`config.mk`:
```
export PLATFORM = sky130hd
export DESIGN_NAME = scheduled_hysteresis_thermostat
export DESIGN_NICKNAME = d
export VERILOG_FILES = /design/src/rtl/sht_pkg.sv /design/src/rtl/sht_mem.sv /design/src/rtl/sht_eval.sv /design/src/rtl/scheduled_hysteresis_thermostat.sv
export VERILOG_INCLUDE_DIRS = /design/src /design/src/rtl
export SDC_FILE = /design/constraint.sdc
export NUM_CORES = 1
export LEC_CHECK = 0
export BUFFER_PORTS_ARGS = -buffer_cell sky130_fd_sc_hd__buf_2
export CAP_MARGIN = 20
export CORE_MARGIN = 5
export CORE_UTILIZATION = 45
export CTS_CLUSTER_SIZE = 20
export DETAILED_ROUTE_END_ITERATION = 16
export GPL_TIMING_DRIVEN = 0
export MAX_ROUTING_LAYER = met4
export PLACE_DENSITY = 0.6
export SYNTH_ARGS = -nofsm -noshare
export SYNTH_HDL_FRONTEND = slang
export SYNTH_SLANG_ARGS = --single-unit
```
`constraint.sdc`:
```
create_clock -name clock -period 8.25 [get_ports clock]
set_input_delay 1.65 -clock clock [delete_from_list [all_inputs] [get_ports clock]]
set_output_delay 1.65 -clock clock [all_outputs]
set_load 0.02 [all_outputs]
```
`src/rtl/assert_macros.svh`:
```
// Assertion macros shared by the thermostat RTL.
`ifndef ASSERT_MACROS_SVH
`define ASSERT_MACROS_SVH

// Check a plain property on every clock edge outside reset.
`define SHT_ASSERT(label, prop, msg) \
   label: assert property (@(posedge clock) disable iff (reset) (prop)) else $error(msg);

// Check an implication on every clock edge outside reset.
`define SHT_ASSERT_IMPL(label, cond, prop, msg) \
   label: assert property (@(posedge clock) disable iff (reset) (cond) |-> (prop)) \
      else $error(msg);

`endif

```
`src/rtl/sht_pkg.sv`:
```
// Types and constants shared by the scheduled hysteresis thermostat.
`timescale 1ns / 1ps

package sht_pkg;

   // Widths of the fixed item fields
   localparam int TEMP_W  = 16;
   localparam int HOUR_W  = 5;
   localparam int MIN_W   = 6;
   localparam int DAY_W   = 3;
   localparam int DAYS_W  = 7;
   localparam int INDEX_W = 3;
   localparam int COUNT_W = 4;
   localparam int HYST_W  = 10;
   localparam int CSR_W   = 16;

   // Item opcodes
   localparam logic OP_TICK  = 1'b0;
   localparam logic OP_WRITE = 1'b1;

   // Configuration register indexes
   localparam logic [2:0] CSR_ENABLE      = 3'd0;
   localparam logic [2:0] CSR_ENTRY_COUNT = 3'd1;
   localparam logic [2:0] CSR_HYSTERESIS  = 3'd2;
   localparam logic [2:0] CSR_MIN_TEMP    = 3'd3;
   localparam logic [2:0] CSR_MAX_TEMP    = 3'd4;

   // Weekday code that matches no mask bit
   localparam logic [DAY_W-1:0] DAY_NONE = 3'd7;

   // Configuration reset values
   localparam logic [HYST_W-1:0]        HYST_RESET = 10'd50;
   localparam logic signed [TEMP_W-1:0] MIN_RESET  = -16'sd4000;
   localparam logic signed [TEMP_W-1:0] MAX_RESET  = 16'sd10000;

   // One schedule slot as held in the table memory
   typedef struct packed {
      logic [DAYS_W-1:0]        days;
      logic [HOUR_W-1:0]        hour;
      logic [MIN_W-1:0]         minute;
      logic signed [TEMP_W-1:0] temp;
   } entry_type;

   // Evaluation request from the scan sequencer to the report stage
   typedef struct packed {
      logic                     fire;
      logic                     enable;
      logic signed [TEMP_W-1:0] cur;
      logic signed [TEMP_W-1:0] des;
   } eval_req_type;

endpackage

```
`src/rtl/sht_mem.sv`:
```
// Schedule table memory: one write port, one registered read port.
`timescale 1ns / 1ps

module sht_mem #(
   parameter int DEPTH = 8,
   parameter int AW    = 3
) (
   input  logic               clock,
   input  logic               wr_en,
   input  logic [AW-1:0]      wr_addr,
   input  sht_pkg::entry_type wr_data,
   input  logic               rd_en,
   input  logic [AW-1:0]      rd_addr,
   output sht_pkg::entry_type rd_data
);

   sht_pkg::entry_type mem_ff [DEPTH];
   sht_pkg::entry_type rd_data_ff;

   // Write slot
   always_ff @(posedge clock) begin
      if (wr_en) begin
         mem_ff[wr_addr] <= wr_data;
      end
   end

   // Read slot, data valid next cycle
   always_ff @(posedge clock) begin
      if (rd_en) begin
         rd_data_ff <= mem_ff[rd_addr];
      end
   end

   assign rd_data = rd_data_ff;

endmodule

```
`src/rtl/sht_eval.sv`:
```
// Hysteresis relay control, report tracking and result register.
`timescale 1ns / 1ps
`include "assert_macros.svh"

module sht_eval (
   input  logic                                  clock,
   input  logic                                  reset,
   input  sht_pkg::eval_req_type                 req,
   input  logic [sht_pkg::HYST_W-1:0]            hysteresis,
   input  logic                                  rsp_ready,
   output logic                                  rsp_valid,
   output logic                                  rsp_relay_on,
   output logic                                  rsp_relay_changed,
   output logic                                  rsp_enabled_out,
   output logic signed [sht_pkg::TEMP_W-1:0]     rsp_current_temp,
   output logic signed [sht_pkg::TEMP_W-1:0]     rsp_desired_temp,
   output logic                                  rsp_state_changed
);

   logic                             relay_ff, relay_in;
   logic                             rsp_valid_ff;
   logic                             changed_ff, changed_in;
   logic                             toggled_ff;
   logic                             en_out_ff;
   logic signed [sht_pkg::TEMP_W-1:0] cur_out_ff, des_out_ff;
   logic                             last_valid_ff;
   logic                             last_on_ff, last_relay_ff;
   logic signed [sht_pkg::TEMP_W-1:0] last_cur_ff, last_des_ff;

   logic signed [sht_pkg::TEMP_W+1:0] cur_x, des_x, hyst_x, band_lo, band_hi;
   logic                             rep_relay;
   logic signed [sht_pkg::TEMP_W-1:0] rep_cur, rep_des;

   // Band edges at two extra bits so the sums cannot wrap
   always_comb begin
      cur_x   = {{2{req.cur[sht_pkg::TEMP_W-1]}}, req.cur};
      des_x   = {{2{req.des[sht_pkg::TEMP_W-1]}}, req.des};
      hyst_x  = {{(sht_pkg::TEMP_W + 2 - sht_pkg::HYST_W){1'b0}}, hysteresis};
      band_lo = des_x - hyst_x;
      band_hi = des_x + hyst_x;
   end

   // Switch relay: force off, turn on low, turn off high, else hold
   always_comb begin
      priority if (!req.enable || req.des == '0 || req.cur == '0) begin
         relay_in = 1'b0;
      end else if (cur_x <= band_lo) begin
         relay_in = 1'b1;
      end else if (cur_x >= band_hi) begin
         relay_in = 1'b0;
      end else begin
         relay_in = relay_ff;
      end
   end

   // Build the report and compare against the last one
   always_comb begin
      rep_relay  = req.enable & relay_in;
      rep_cur    = req.enable ? req.cur : '0;
      rep_des    = req.enable ? req.des : '0;
      changed_in = !last_valid_ff || (req.enable != last_on_ff) ||
                   (rep_relay != last_relay_ff) || (rep_cur != last_cur_ff) ||
                   (rep_des != last_des_ff);
   end

   // Control state
   always_ff @(posedge clock) begin
      if (reset) begin
         relay_ff      <= 1'b0;
         rsp_valid_ff  <= 1'b0;
         en_out_ff     <= 1'b0;
         last_valid_ff <= 1'b0;
         last_on_ff    <= 1'b0;
         last_relay_ff <= 1'b0;
         last_cur_ff   <= '0;
         last_des_ff   <= '0;
      end else if (req.fire) begin
         relay_ff      <= relay_in;
         rsp_valid_ff  <= 1'b1;
         en_out_ff     <= req.enable;
         last_valid_ff <= 1'b1;
         last_on_ff    <= req.enable;
         last_relay_ff <= rep_relay;
         last_cur_ff   <= rep_cur;
         last_des_ff   <= rep_des;
      end else if (rsp_ready) begin
         rsp_valid_ff  <= 1'b0;
      end
   end

   // Result payload
   always_ff @(posedge clock) begin
      if (req.fire) begin
         toggled_ff <= relay_in ^ relay_ff;
         changed_ff <= changed_in;
         cur_out_ff <= rep_cur;
         des_out_ff <= rep_des;
      end
   end

   assign rsp_valid         = rsp_valid_ff;
   assign rsp_relay_on      = relay_ff;
   assign rsp_relay_changed = toggled_ff;
   assign rsp_enabled_out   = en_out_ff;
   assign rsp_current_temp  = cur_out_ff;
   assign rsp_desired_temp  = des_out_ff;
   assign rsp_state_changed = changed_ff;

   `SHT_ASSERT(a_relay_needs_enable, !relay_ff || en_out_ff, "relay on while disabled")
   `SHT_ASSERT_IMPL(a_fire_into_free_slot, req.fire, !rsp_valid_ff || rsp_ready, "result overwritten")
   `SHT_ASSERT_IMPL(a_relay_needs_temps, rsp_valid_ff && relay_ff, cur_out_ff != '0 && des_out_ff != '0, "relay on with zero temperature")

endmodule

```
`src/rtl/scheduled_hysteresis_thermostat.sv`:
```
// Scheduled hysteresis thermostat: item intake, schedule scan sequencer, configuration.
// A write item is taken while idle and gives no result. A tick scans slots from the highest
// in use downward, one table read per cycle, and stops at the first match; it reads at most
// min(entry_count, ENTRIES) slots, and none when disabled or with no slots in use.
// A tick keeps req_ready low until evaluated, also while the result waits on rsp_ready.
// Synchronous reset clears control and loads register defaults; table contents are kept.
`timescale 1ns / 1ps
`include "assert_macros.svh"

module scheduled_hysteresis_thermostat #(
   parameter int ENTRIES = 8
) (
   input  logic                                  clock,
   input  logic                                  reset,
   // Input items
   input  logic                                  req_valid,
   output logic                                  req_ready,
   input  logic                                  req_opcode,
   input  logic [sht_pkg::HOUR_W-1:0]            req_hour,
   input  logic [sht_pkg::MIN_W-1:0]             req_minute,
   input  logic [sht_pkg::DAY_W-1:0]             req_day_of_week,
   input  logic signed [sht_pkg::TEMP_W-1:0]     req_sensor_temp,
   input  logic [sht_pkg::INDEX_W-1:0]           req_entry_index,
   input  logic [sht_pkg::DAYS_W-1:0]            req_entry_days,
   input  logic signed [sht_pkg::TEMP_W-1:0]     req_entry_temp,
   // Result items
   output logic                                  rsp_valid,
   input  logic                                  rsp_ready,
   output logic                                  rsp_relay_on,
   output logic                                  rsp_relay_changed,
   output logic                                  rsp_enabled_out,
   output logic signed [sht_pkg::TEMP_W-1:0]     rsp_current_temp,
   output logic signed [sht_pkg::TEMP_W-1:0]     rsp_desired_temp,
   output logic                                  rsp_state_changed,
   // Configuration writes
   input  logic                                  csr_valid,
   output logic                                  csr_ready,
   input  logic [2:0]                            csr_index,
   input  logic [sht_pkg::CSR_W-1:0]             csr_wdata
);

   localparam int AW = (ENTRIES > 1) ? $clog2(ENTRIES) : 1;
   localparam logic [7:0] ENTRIES_W8 = 8'(ENTRIES);

   typedef enum logic [2:0] {
      ST_IDLE = 3'b001,
      ST_SCAN = 3'b010,
      ST_EVAL = 3'b100
   } state_type;

   state_type state_ff, state_in;

   // Configuration registers
   logic                                   enable_ff;
   logic [sht_pkg::COUNT_W-1:0]            count_ff;
   logic [sht_pkg::HYST_W-1:0]             hyst_ff;
   logic signed [sht_pkg::TEMP_W-1:0]      min_ff, max_ff;

   // Tick context
   logic [sht_pkg::HOUR_W-1:0]             hour_ff, hour_in;
   logic [sht_pkg::MIN_W-1:0]              minute_ff, minute_in;
   logic [sht_pkg::DAY_W-1:0]              day_ff, day_in;
   logic signed [sht_pkg::TEMP_W-1:0]      cur_ff, cur_in;
   logic signed [sht_pkg::TEMP_W-1:0]      des_ff, des_in;
   logic [AW-1:0]                          ptr_ff, ptr_in;

   logic                                   in_acc, tick_acc, write_acc;
   logic [7:0]                             cnt_lim;
   logic [AW-1:0]                          first_addr;
   logic                                   rd_en;
   logic [AW-1:0]                          rd_addr;
   sht_pkg::entry_type                     rd_data, wr_data;
   logic                                   wr_en;
   logic                                   slot_hit, out_free;
   logic                                   rsp_valid_int;
   sht_pkg::eval_req_type                  eval_req;

   assign req_ready = (state_ff == ST_IDLE);
   assign csr_ready = 1'b1;
   assign in_acc    = req_valid && req_ready;
   assign tick_acc  = in_acc && (req_opcode == sht_pkg::OP_TICK);
   assign write_acc = in_acc && (req_opcode == sht_pkg::OP_WRITE);
   assign out_free  = !rsp_valid_int || rsp_ready;

   // Write configuration
   always_ff @(posedge clock) begin
      if (reset) begin
         enable_ff <= 1'b0;
         count_ff  <= '0;
         hyst_ff   <= sht_pkg::HYST_RESET;
         min_ff    <= sht_pkg::MIN_RESET;
         max_ff    <= sht_pkg::MAX_RESET;
      end else if (csr_valid && csr_ready) begin
         unique case (csr_index)
            sht_pkg::CSR_ENABLE:      enable_ff <= csr_wdata[0];
            sht_pkg::CSR_ENTRY_COUNT: count_ff  <= csr_wdata[sht_pkg::COUNT_W-1:0];
            sht_pkg::CSR_HYSTERESIS:  hyst_ff   <= csr_wdata[sht_pkg::HYST_W-1:0];
            sht_pkg::CSR_MIN_TEMP:    min_ff    <= $signed(csr_wdata[sht_pkg::TEMP_W-1:0]);
            sht_pkg::CSR_MAX_TEMP:    max_ff    <= $signed(csr_wdata[sht_pkg::TEMP_W-1:0]);
            default: ;
         endcase
      end
   end

   // Load slots; drop writes past the table
   always_comb begin
      wr_en          = write_acc && ({5'b0, req_entry_index} < ENTRIES_W8);
      wr_data.days   = req_entry_days;
      wr_data.hour   = req_hour;
      wr_data.minute = req_minute;
      wr_data.temp   = req_entry_temp;
   end

   // Clamp the slot count to the table depth
   always_comb begin
      cnt_lim    = ({4'b0, count_ff} > ENTRIES_W8) ? ENTRIES_W8 : {4'b0, count_ff};
      first_addr = AW'(cnt_lim - 8'd1);
   end

   // Match the slot read last cycle against the tick time
   always_comb begin
      slot_hit = (day_ff != sht_pkg::DAY_NONE) && rd_data.days[day_ff] &&
                 ((hour_ff > rd_data.hour) ||
                  ((hour_ff == rd_data.hour) && (minute_ff >= rd_data.minute)));
   end

   // Sequence intake, scan and evaluation
   always_comb begin
      state_in  = state_ff;
      hour_in   = hour_ff;
      minute_in = minute_ff;
      day_in    = day_ff;
      cur_in    = cur_ff;
      des_in    = des_ff;
      ptr_in    = ptr_ff;
      rd_en     = 1'b0;
      rd_addr   = first_addr;
      eval_req  = '0;
      unique case (state_ff)
         ST_IDLE: begin
            if (tick_acc) begin
               hour_in   = req_hour;
               minute_in = req_minute;
               day_in    = req_day_of_week;
               cur_in    = ((req_sensor_temp < min_ff) || (req_sensor_temp > max_ff)) ?
                           '0 : req_sensor_temp;
               des_in    = '0;
               if (enable_ff && (cnt_lim != 8'd0)) begin
                  rd_en    = 1'b1;
                  ptr_in   = first_addr;
                  state_in = ST_SCAN;
               end else begin
                  state_in = ST_EVAL;
               end
            end
         end
         ST_SCAN: begin
            rd_addr = ptr_ff - AW'(1);
            if (slot_hit) begin
               des_in   = rd_data.temp;
               state_in = ST_EVAL;
            end else if (ptr_ff == '0) begin
               des_in   = '0;
               state_in = ST_EVAL;
            end else begin
               rd_en    = 1'b1;
               ptr_in   = ptr_ff - AW'(1);
            end
         end
         ST_EVAL: begin
            if (out_free) begin
               eval_req.fire   = 1'b1;
               eval_req.enable = enable_ff;
               eval_req.cur    = cur_ff;
               eval_req.des    = des_ff;
               state_in        = ST_IDLE;
            end
         end
         default: state_in = ST_IDLE;
      endcase
   end

   // Advance sequencer
   always_ff @(posedge clock) begin
      if (reset) begin
         state_ff <= ST_IDLE;
         ptr_ff   <= '0;
      end else begin
         state_ff <= state_in;
         ptr_ff   <= ptr_in;
      end
   end

   // Hold tick context
   always_ff @(posedge clock) begin
      hour_ff   <= hour_in;
      minute_ff <= minute_in;
      day_ff    <= day_in;
      cur_ff    <= cur_in;
      des_ff    <= des_in;
   end

   sht_mem #(
      .DEPTH (ENTRIES),
      .AW    (AW)
   ) u_mem (
      .clock   (clock),
      .wr_en   (wr_en),
      .wr_addr (AW'(req_entry_index)),
      .wr_data (wr_data),
      .rd_en   (rd_en),
      .rd_addr (rd_addr),
      .rd_data (rd_data)
   );

   sht_eval u_eval (
      .clock             (clock),
      .reset             (reset),
      .req               (eval_req),
      .hysteresis        (hyst_ff),
      .rsp_ready         (rsp_ready),
      .rsp_valid         (rsp_valid_int),
      .rsp_relay_on      (rsp_relay_on),
      .rsp_relay_changed (rsp_relay_changed),
      .rsp_enabled_out   (rsp_enabled_out),
      .rsp_current_temp  (rsp_current_temp),
      .rsp_desired_temp  (rsp_desired_temp),
      .rsp_state_changed (rsp_state_changed)
   );

   assign rsp_valid = rsp_valid_int;

   `SHT_ASSERT_IMPL(a_tick_busy, $past(tick_acc) && !$past(reset), !req_ready, "busy")
   `SHT_ASSERT_IMPL(a_rsp_eval, $rose(rsp_valid_int), $past(state_ff == ST_EVAL), "no eval")

endmodule
```
# Yosys cells after proc, flatten, opt, wreduce, memory -nomap -nowiden
# Memory sizes are Yosys's and may differ from the RTL's. A register that Yosys moved wholly into a read port is not among the register bits.
# Cells that the tools add are included.
dict set report op_classes {
  add_sub_neg 4
  magnitude_cmp 8
  muxes 35
  bitwise 3
  reduce_logical 35
  eq_ne 19
}
# op count
set op_table {}
lappend op_table {{16-bit 2-to-1 mux} 5}
lappend op_table {{34-bit 2-to-1 mux} 2}
lappend op_table {{16-bit zero test} 2}
lappend op_table {{16-bit != test} 2}
lappend op_table {{16-bit case mux with 2 select lines} 1}
lappend op_table {{3-bit 2-to-1 mux} 10}
lappend op_table {{16-bit by 11-bit adder with 17-bit output} 1}
lappend op_table {{16-bit by 17-bit greater-or-equal comparator with 1-bit output} 1}
lappend op_table {{16-bit by 17-bit <= comparator with 1-bit output} 1}
lappend op_table {{16-bit by 11-bit subtractor with 17-bit output} 1}
lappend op_table {{16-bit > comparator} 1}
lappend op_table {{16-bit less-than comparator} 1}
lappend op_table {{1-bit 2-to-1 mux} 12}
lappend op_table {{2-bit AND reduction} 6}
lappend op_table {{3-bit by 2-bit == test with 1-bit output (second input constant)} 3}
lappend op_table {{1-bit logical OR} 9}
lappend op_table {{3-bit case mux with 3 select lines} 1}
lappend op_table {{8-bit nonzero test} 1}
lappend op_table {{1-bit logical AND} 7}
lappend op_table {{3-bit by 1-bit == test with 1-bit output (second input constant)} 2}
lappend op_table {{3-bit == test (second input constant)} 2}
lappend op_table {{6-bit greater-or-equal comparator} 1}
lappend op_table {{3-bit zero test} 2}
lappend op_table {{2-bit != test (second input constant)} 3}
lappend op_table {{other kinds (19)} 27}
dict set report word_totals {
  n_memories 1
  wordCells 128
  output_inout_bits 39
  register_bits 170
  ramBits 272
}
# name words width read_ports rd_clocked_by_memory_dff write_ports line_no
set mem_list {}
lappend mem_list {u_mem.mem_ff 8 34 1 1 1 sht_mem.sv:17} ;# sht_pkg::entry_type mem_ff [DEPTH];

# Depth between registers and ports, before layout
dict set report depth {
  depth_word 14
  mapped_depth 26
}

# By module
# A second synthesis with hierarchy kept.
dict set report unflattened {
  cells_unflattened 1559
  area_unflattened_um2 21763.4
}
# module seq_area_each_um2 n_inst area_each_um2 cells_each
set modules_own_cells {}
lappend modules_own_cells {sht_mem 9188.8 1 11423.5 441}
lappend modules_own_cells {sht_eval 1761.7 1 5241.3 583}
lappend modules_own_cells {scheduled_hysteresis_thermostat 2442.3 1 5098.6 535}

# Worst setup path before layout
# OpenSTA, ideal clock, no wires.
dict set report synth_timing {
  path_type {input to register}
  from {in rsp_ready}
  to {reg u_eval.changed_ff, in the netlist u_eval.rsp_state_changed (data pin)}
  t_arrival_ns 7.086
  n_path_buf 2
  setup_ns 0.272
  setup_slack_ns 0.893
  cell_stages 26
  required_time_ns 7.978
  cell_sequence {nand2b_1 -> buf_2 -> nand2_4 -> inv_2 -> clkbuf_1 -> nand2_1 -> inv_1 -> ha_1 -> fa_1 -> a21oi_1 -> nor2_1 -> o21ai_0 -> o211a_1 -> o41a_1 -> a221oi_4 -> and3_1 -> mux2i_1 -> ha_1 -> a21o_1 -> a21o_1 -> a221oi_1 -> o21ai_0 -> a21oi_1 -> o21a_1 -> xor2_1 -> or4_1}
}
dict set report synth_between {
  elab_chain_len 13
}
# item line_no
set synth_rtl {}
lappend synth_rtl {{from (decl)} scheduled_hysteresis_thermostat.sv:28} ;# input logic rsp_ready,
lappend synth_rtl {{1-bit logical OR (*)} scheduled_hysteresis_thermostat.sv:83} ;# assign out_free = !rsp_valid_int || rsp_ready;
lappend synth_rtl {{34-bit 2-to-1 mux (*)} scheduled_hysteresis_thermostat.sv:171} ;# if (out_free) begin
lappend synth_rtl {{34-bit 2-to-1 mux (*)} scheduled_hysteresis_thermostat.sv:139} ;# unique case (state_ff)
lappend synth_rtl {{16-bit by 11-bit adder with 17-bit output} sht_eval.sv:40} ;# band_hi = des_x + hyst_x;
lappend synth_rtl {{16-bit by 17-bit greater-or-equal comparator with 1-bit output} sht_eval.sv:49} ;# end else if (cur_x >= band_hi) begin
lappend synth_rtl {{1-bit 2-to-1 mux} sht_eval.sv:49}
lappend synth_rtl {{1-bit 2-to-1 mux} sht_eval.sv:47} ;# end else if (cur_x <= band_lo) begin
lappend synth_rtl {{1-bit 2-to-1 mux} sht_eval.sv:45} ;# priority if (!req.enable || req.des == '0 || req.cur == '0) begin
lappend synth_rtl {{1-bit AND} sht_eval.sv:58} ;# rep_relay = req.enable & relay_in;
lappend synth_rtl {{1-bit != test} sht_eval.sv:62} ;# (rep_relay != last_relay_ff) || (rep_cur != last_cur_ff) ||
lappend synth_rtl {{1-bit logical OR} sht_eval.sv:61} ;# changed_in = !last_valid_ff || (req.enable != last_on_ff) ||
lappend synth_rtl {{1-bit logical OR} sht_eval.sv:62}
lappend synth_rtl {{1-bit logical OR (*)} sht_eval.sv:62}
lappend synth_rtl {{via u_eval.changed_in} sht_eval.sv:22} ;# logic changed_ff, changed_in;
lappend synth_rtl {{to (signal assigned)} sht_eval.sv:95} ;# changed_ff <= changed_in;
lappend synth_rtl {{to (decl)} sht_eval.sv:22}
# Mark *: on every way through the listed nets, which the timed path passes. The rest lies on a longest branch.
# A chain may end at the register's enable or synchronous reset.

# Worst setup path in the final report
# Same ends and word-level chain as after synthesis.

==> flow_metrics.tcl <==
set metrics [dict create \
    outcome "finished clean" \
    cts_setup_buffers 0 \
    ys_warn_count 0 \
    synth_commonest_cells "edfxtp_1 (386), nand2_1 (144), a21oi_1 (107), inv_1 (107), ha_1 (94)" \
    min_to "max_ff[11]$_SDFFE_PP0P_" \
    ys_seq_area_share_pct 62.7 \
    dieArea_sq_mm 0.0519 \
    synth_area_leader_cell "edfxtp_1" \
    synth_nets 1738 \
    regArea_sq_mm 0.0134 \
    cts.htree.levels 2 \
    worst-r2r-setup-slack_ns 1.66 \
    ys_async_sr_fraction_pct 0 \
    worstPathRequired_ns 8.58 \
    syn-instance-count 1561 \
    hold_buffers 0 \
    setup-tns-final_ns 0 \
    critPathLaunchType "input port" \
    hold_violations 0 \
    routed_wl_um 51300 \
    wire_per_inst_um 21.3 \
    whs_ns 0.454 \
    grt_pass1_wl_um 79100 \
    final.period_utilization_pct 88.8 \
    holdPathStages 2 \
    synth_area_leaders "edfxtp_1 (54%), dfxtp_1 (8.4%), mux4_2 (7.3%), ha_1 (5.5%), nand2_1 (2.5%)" \
    fp.dieW_um 228 \
    finalInstanceArea_sq_mm 0.0246 \
    port_buffers 117 \
    grt_max_degree 32 \
    vias 13300 \
    hp-class "flop to flop" \
    grt_setup_unrepaired "no" \
    rows 79 \
    cts.reportedPaths.clkPinSlew_ns 0.06 \
    synth_ff_type "edfxtp_1" \
    drc 0 \
    dpl_cell_area_sq_mm 0.0231 \
    cts.sinks 476 \
    viasPerCell 5.55 \
    end_kind "flop" \
    grt_pass1_vias 13500 \
    dieHeight_um 228 \
    slew_headroom_pct 20.7 \
    grt-ovfl-total 0 \
    multi_input_area_sq_mm 0.00735 \
    r2r.worst_path.cells 21 \
    netlist.area_leader.share_pct 54.3 \
    drt_iter0_drc 1219 \
    numCtsBuffers 49 \
    r2r-end "u_eval.rsp_state_changed$_DFFE_PP_" \
    cts_tree "yes" \
    post_synth.cell_area_avg_sq_um 13.7 \
    tightest_slew_ns 1.18 \
    cts-resized-gates 0 \
    slew_viol_final 0 \
    critPathKind "input port to flop" \
    cts_buffer_depth 3 \
    synth.cell_area_sq_mm 0.0214 \
    antenna_found_initial 6 \
    gp_congestion 0.891 \
    area_growth_syn_to_layout_pct 15.3 \
    drive_gt1_share_pct 19.6 \
    fillers 3937 \
    fmax_mhz 137 \
    maxCapViolCount 0 \
    hpwl_um 36400 \
    ant_nets 0 \
    fin_crit_ns 7.33 \
    powerDensity_mw_per_mm2 205 \
    finClkSkew_ns 0.0212 \
    start_util_pct 45.7 \
    gr-usage-all-layers_pct 20.0 \
    root_buffer "clkbuf_16" \
    ys_ff_latch 476 \
    hp-start "max_ff[11]$_SDFFE_PP0P_" \
    path_max_fanout 10 \
    dp.cells 2303 \
    final_cells 2401 \
    critical_path_arrival_ns 7.65 \
    post-synth-top-count-cell "edfxtp_1" \
    dr.pass1.iters 5 \
    finalNetCount 1925 \
    ys_types 73 \
    setup_viol_count_final 0 \
    reg2reg_from "state_ff[2]$_SDFFE_PP0P_" \
    ios 120 \
    power.leakage_nw 9.10 \
    synth_edf_count 386 \
    peakVddDrop_v 0.000184 \
    clock_latency_ns 0.60 \
    core_area_sq_mm 0.0468 \
]
critical path, cell delays in order:
cell and delay [ns]:
buf_2 0.08, nand2b_1 0.08, buf_2 0.18, clkbuf_1 0.41, clkbuf_1 0.43, and3_1 0.37
ha_1 0.29, nor2b_1 0.19, o21ai_0 0.31, a211oi_1 0.17, o31ai_1 0.53, o2111ai_1 0.48
nand2_1 0.28, o221ai_1 0.16, ha_1 0.35, and4_1 0.23, nand4_1 0.13, o41ai_1 0.27
a21oi_1 0.07, a21oi_1 0.17, o21a_1 0.28, xor2_1 0.13, or4_1 0.40
per-stage QoR:
| step | power (mW) | util (%) | setup slack [ns] |
|---|---|---|---|
| finish | 5.05 | 52.7 | 0.925 |
| global route | 5.24 | 52.7 | 0.583 |
| CTS | 5.11 | 52.6 | 1.09 |
| detailed placement | 2.97 | 49.3 | 0.510 |
| global placement | 2.95 | 48.6 | -0.726 |
| floorplan | 2.85 | - | 0.893 |
power by group:
| group | internal (mW) | total [mW] | switching (mW) |
|---|---|---|---|
| registers | 2.63 | 2.66 | 0.0230 |
| logic | 0.102 | 0.260 | 0.157 |
| clock network | 1.22 | 2.14 | 0.920 |
cells in the final DEF, fill, tap and decap left out, drive strengths merged, types with 6 or more instances in the layout:
cell type,Yosys,routed
nor4,6,6
diode,0,6
buf,16,151
xnor2,29,29
nor2b,8,8
and3,24,24
nand2b,7,7
a221oi,7,7
dfxtp,90,90
edfxtp,386,386
a31oi,9,9
nand3b,13,13
nand4,16,16
o21ai,19,19
nor3,12,12
mux2i,10,10
mux4,69,69
o211ai,7,7
and2,44,44
o32ai,8,8
o22ai,7,7
nand3,18,18
nor3b,8,8
inv,108,111
ha,94,94
clkinv,0,23
nor2,93,93
clkbuf,50,113
a211oi,6,6
a21o,24,24
nand2,146,146
mux2,34,34
a21oi,107,107
cell type report:
class	instances	share of cell area, %
sequential	476	54.4
multi-input combinational	911	29.8
clock buffer	62	5.27
timing repair buffer	136	3.57
tap	607	3.08
inverter	108	1.65
buffer	66	1.11
clock inverter	29	1.04
antenna	6	0.0610
how the worst max path moves through the flow:
stage | startpoint | endpoint | slack, ns
finish | rsp_ready | u_eval.rsp_state_changed$_DFFE_PP_ | 0.92
CTS | rsp_ready | u_eval.rsp_state_changed$_DFFE_PP_ | 1.09
global placement | rsp_ready | u_eval.rsp_state_changed$_DFFE_PP_ | -0.73
global route | rsp_ready | u_eval.rsp_state_changed$_DFFE_PP_ | 0.58
floorplan | rsp_ready | u_eval.rsp_state_changed$_DFFE_PP_ | 0.89
detailed placement | rsp_ready | u_eval.rsp_state_changed$_DFFE_PP_ | 0.51
per-layer routing:
metal / wire, um / global-route usage [%] / share of wire [%] / up-vias
met5: 0 / - / 0 / -
met3: 2900 / 4.02 / 5.7 / 106
met2: 25200 / 33.3 / 49 / 366
met4: 1640 / 6.33 / 3.2 / 0
li1: - / - / - / 6247
met1: 21500 / 24.9 / 42 / 6605
state kept, by name, indices dropped and copies added (netlist names), 4 cells and up:
signal and flops:
count_ff 4, cur_ff 16, des_ff 16, hour_ff 5, hyst_ff 10, max_ff 16, min_ff 16, minute_ff 6
u_eval.last_cur_ff 16, u_eval.last_des_ff 16, u_eval.rsp_current_temp 16, u_eval.rsp_desired_temp 16, u_mem.mem_ff 272, u_mem.rd_data 34
cells by family after synthesis:
| group | share of synthesized area, % |
|---|---|
| other cells | 0.0176 |
| buf+inv | 3.17 |
| fa+ha+maj | 5.83 |
| mux | 9.54 |
| xor+xnor | 1.39 |
| simple gates | 10.0 |
| flops | 62.7 |
| compound gates | 7.30 |
(Power assumes the default switching activity.)
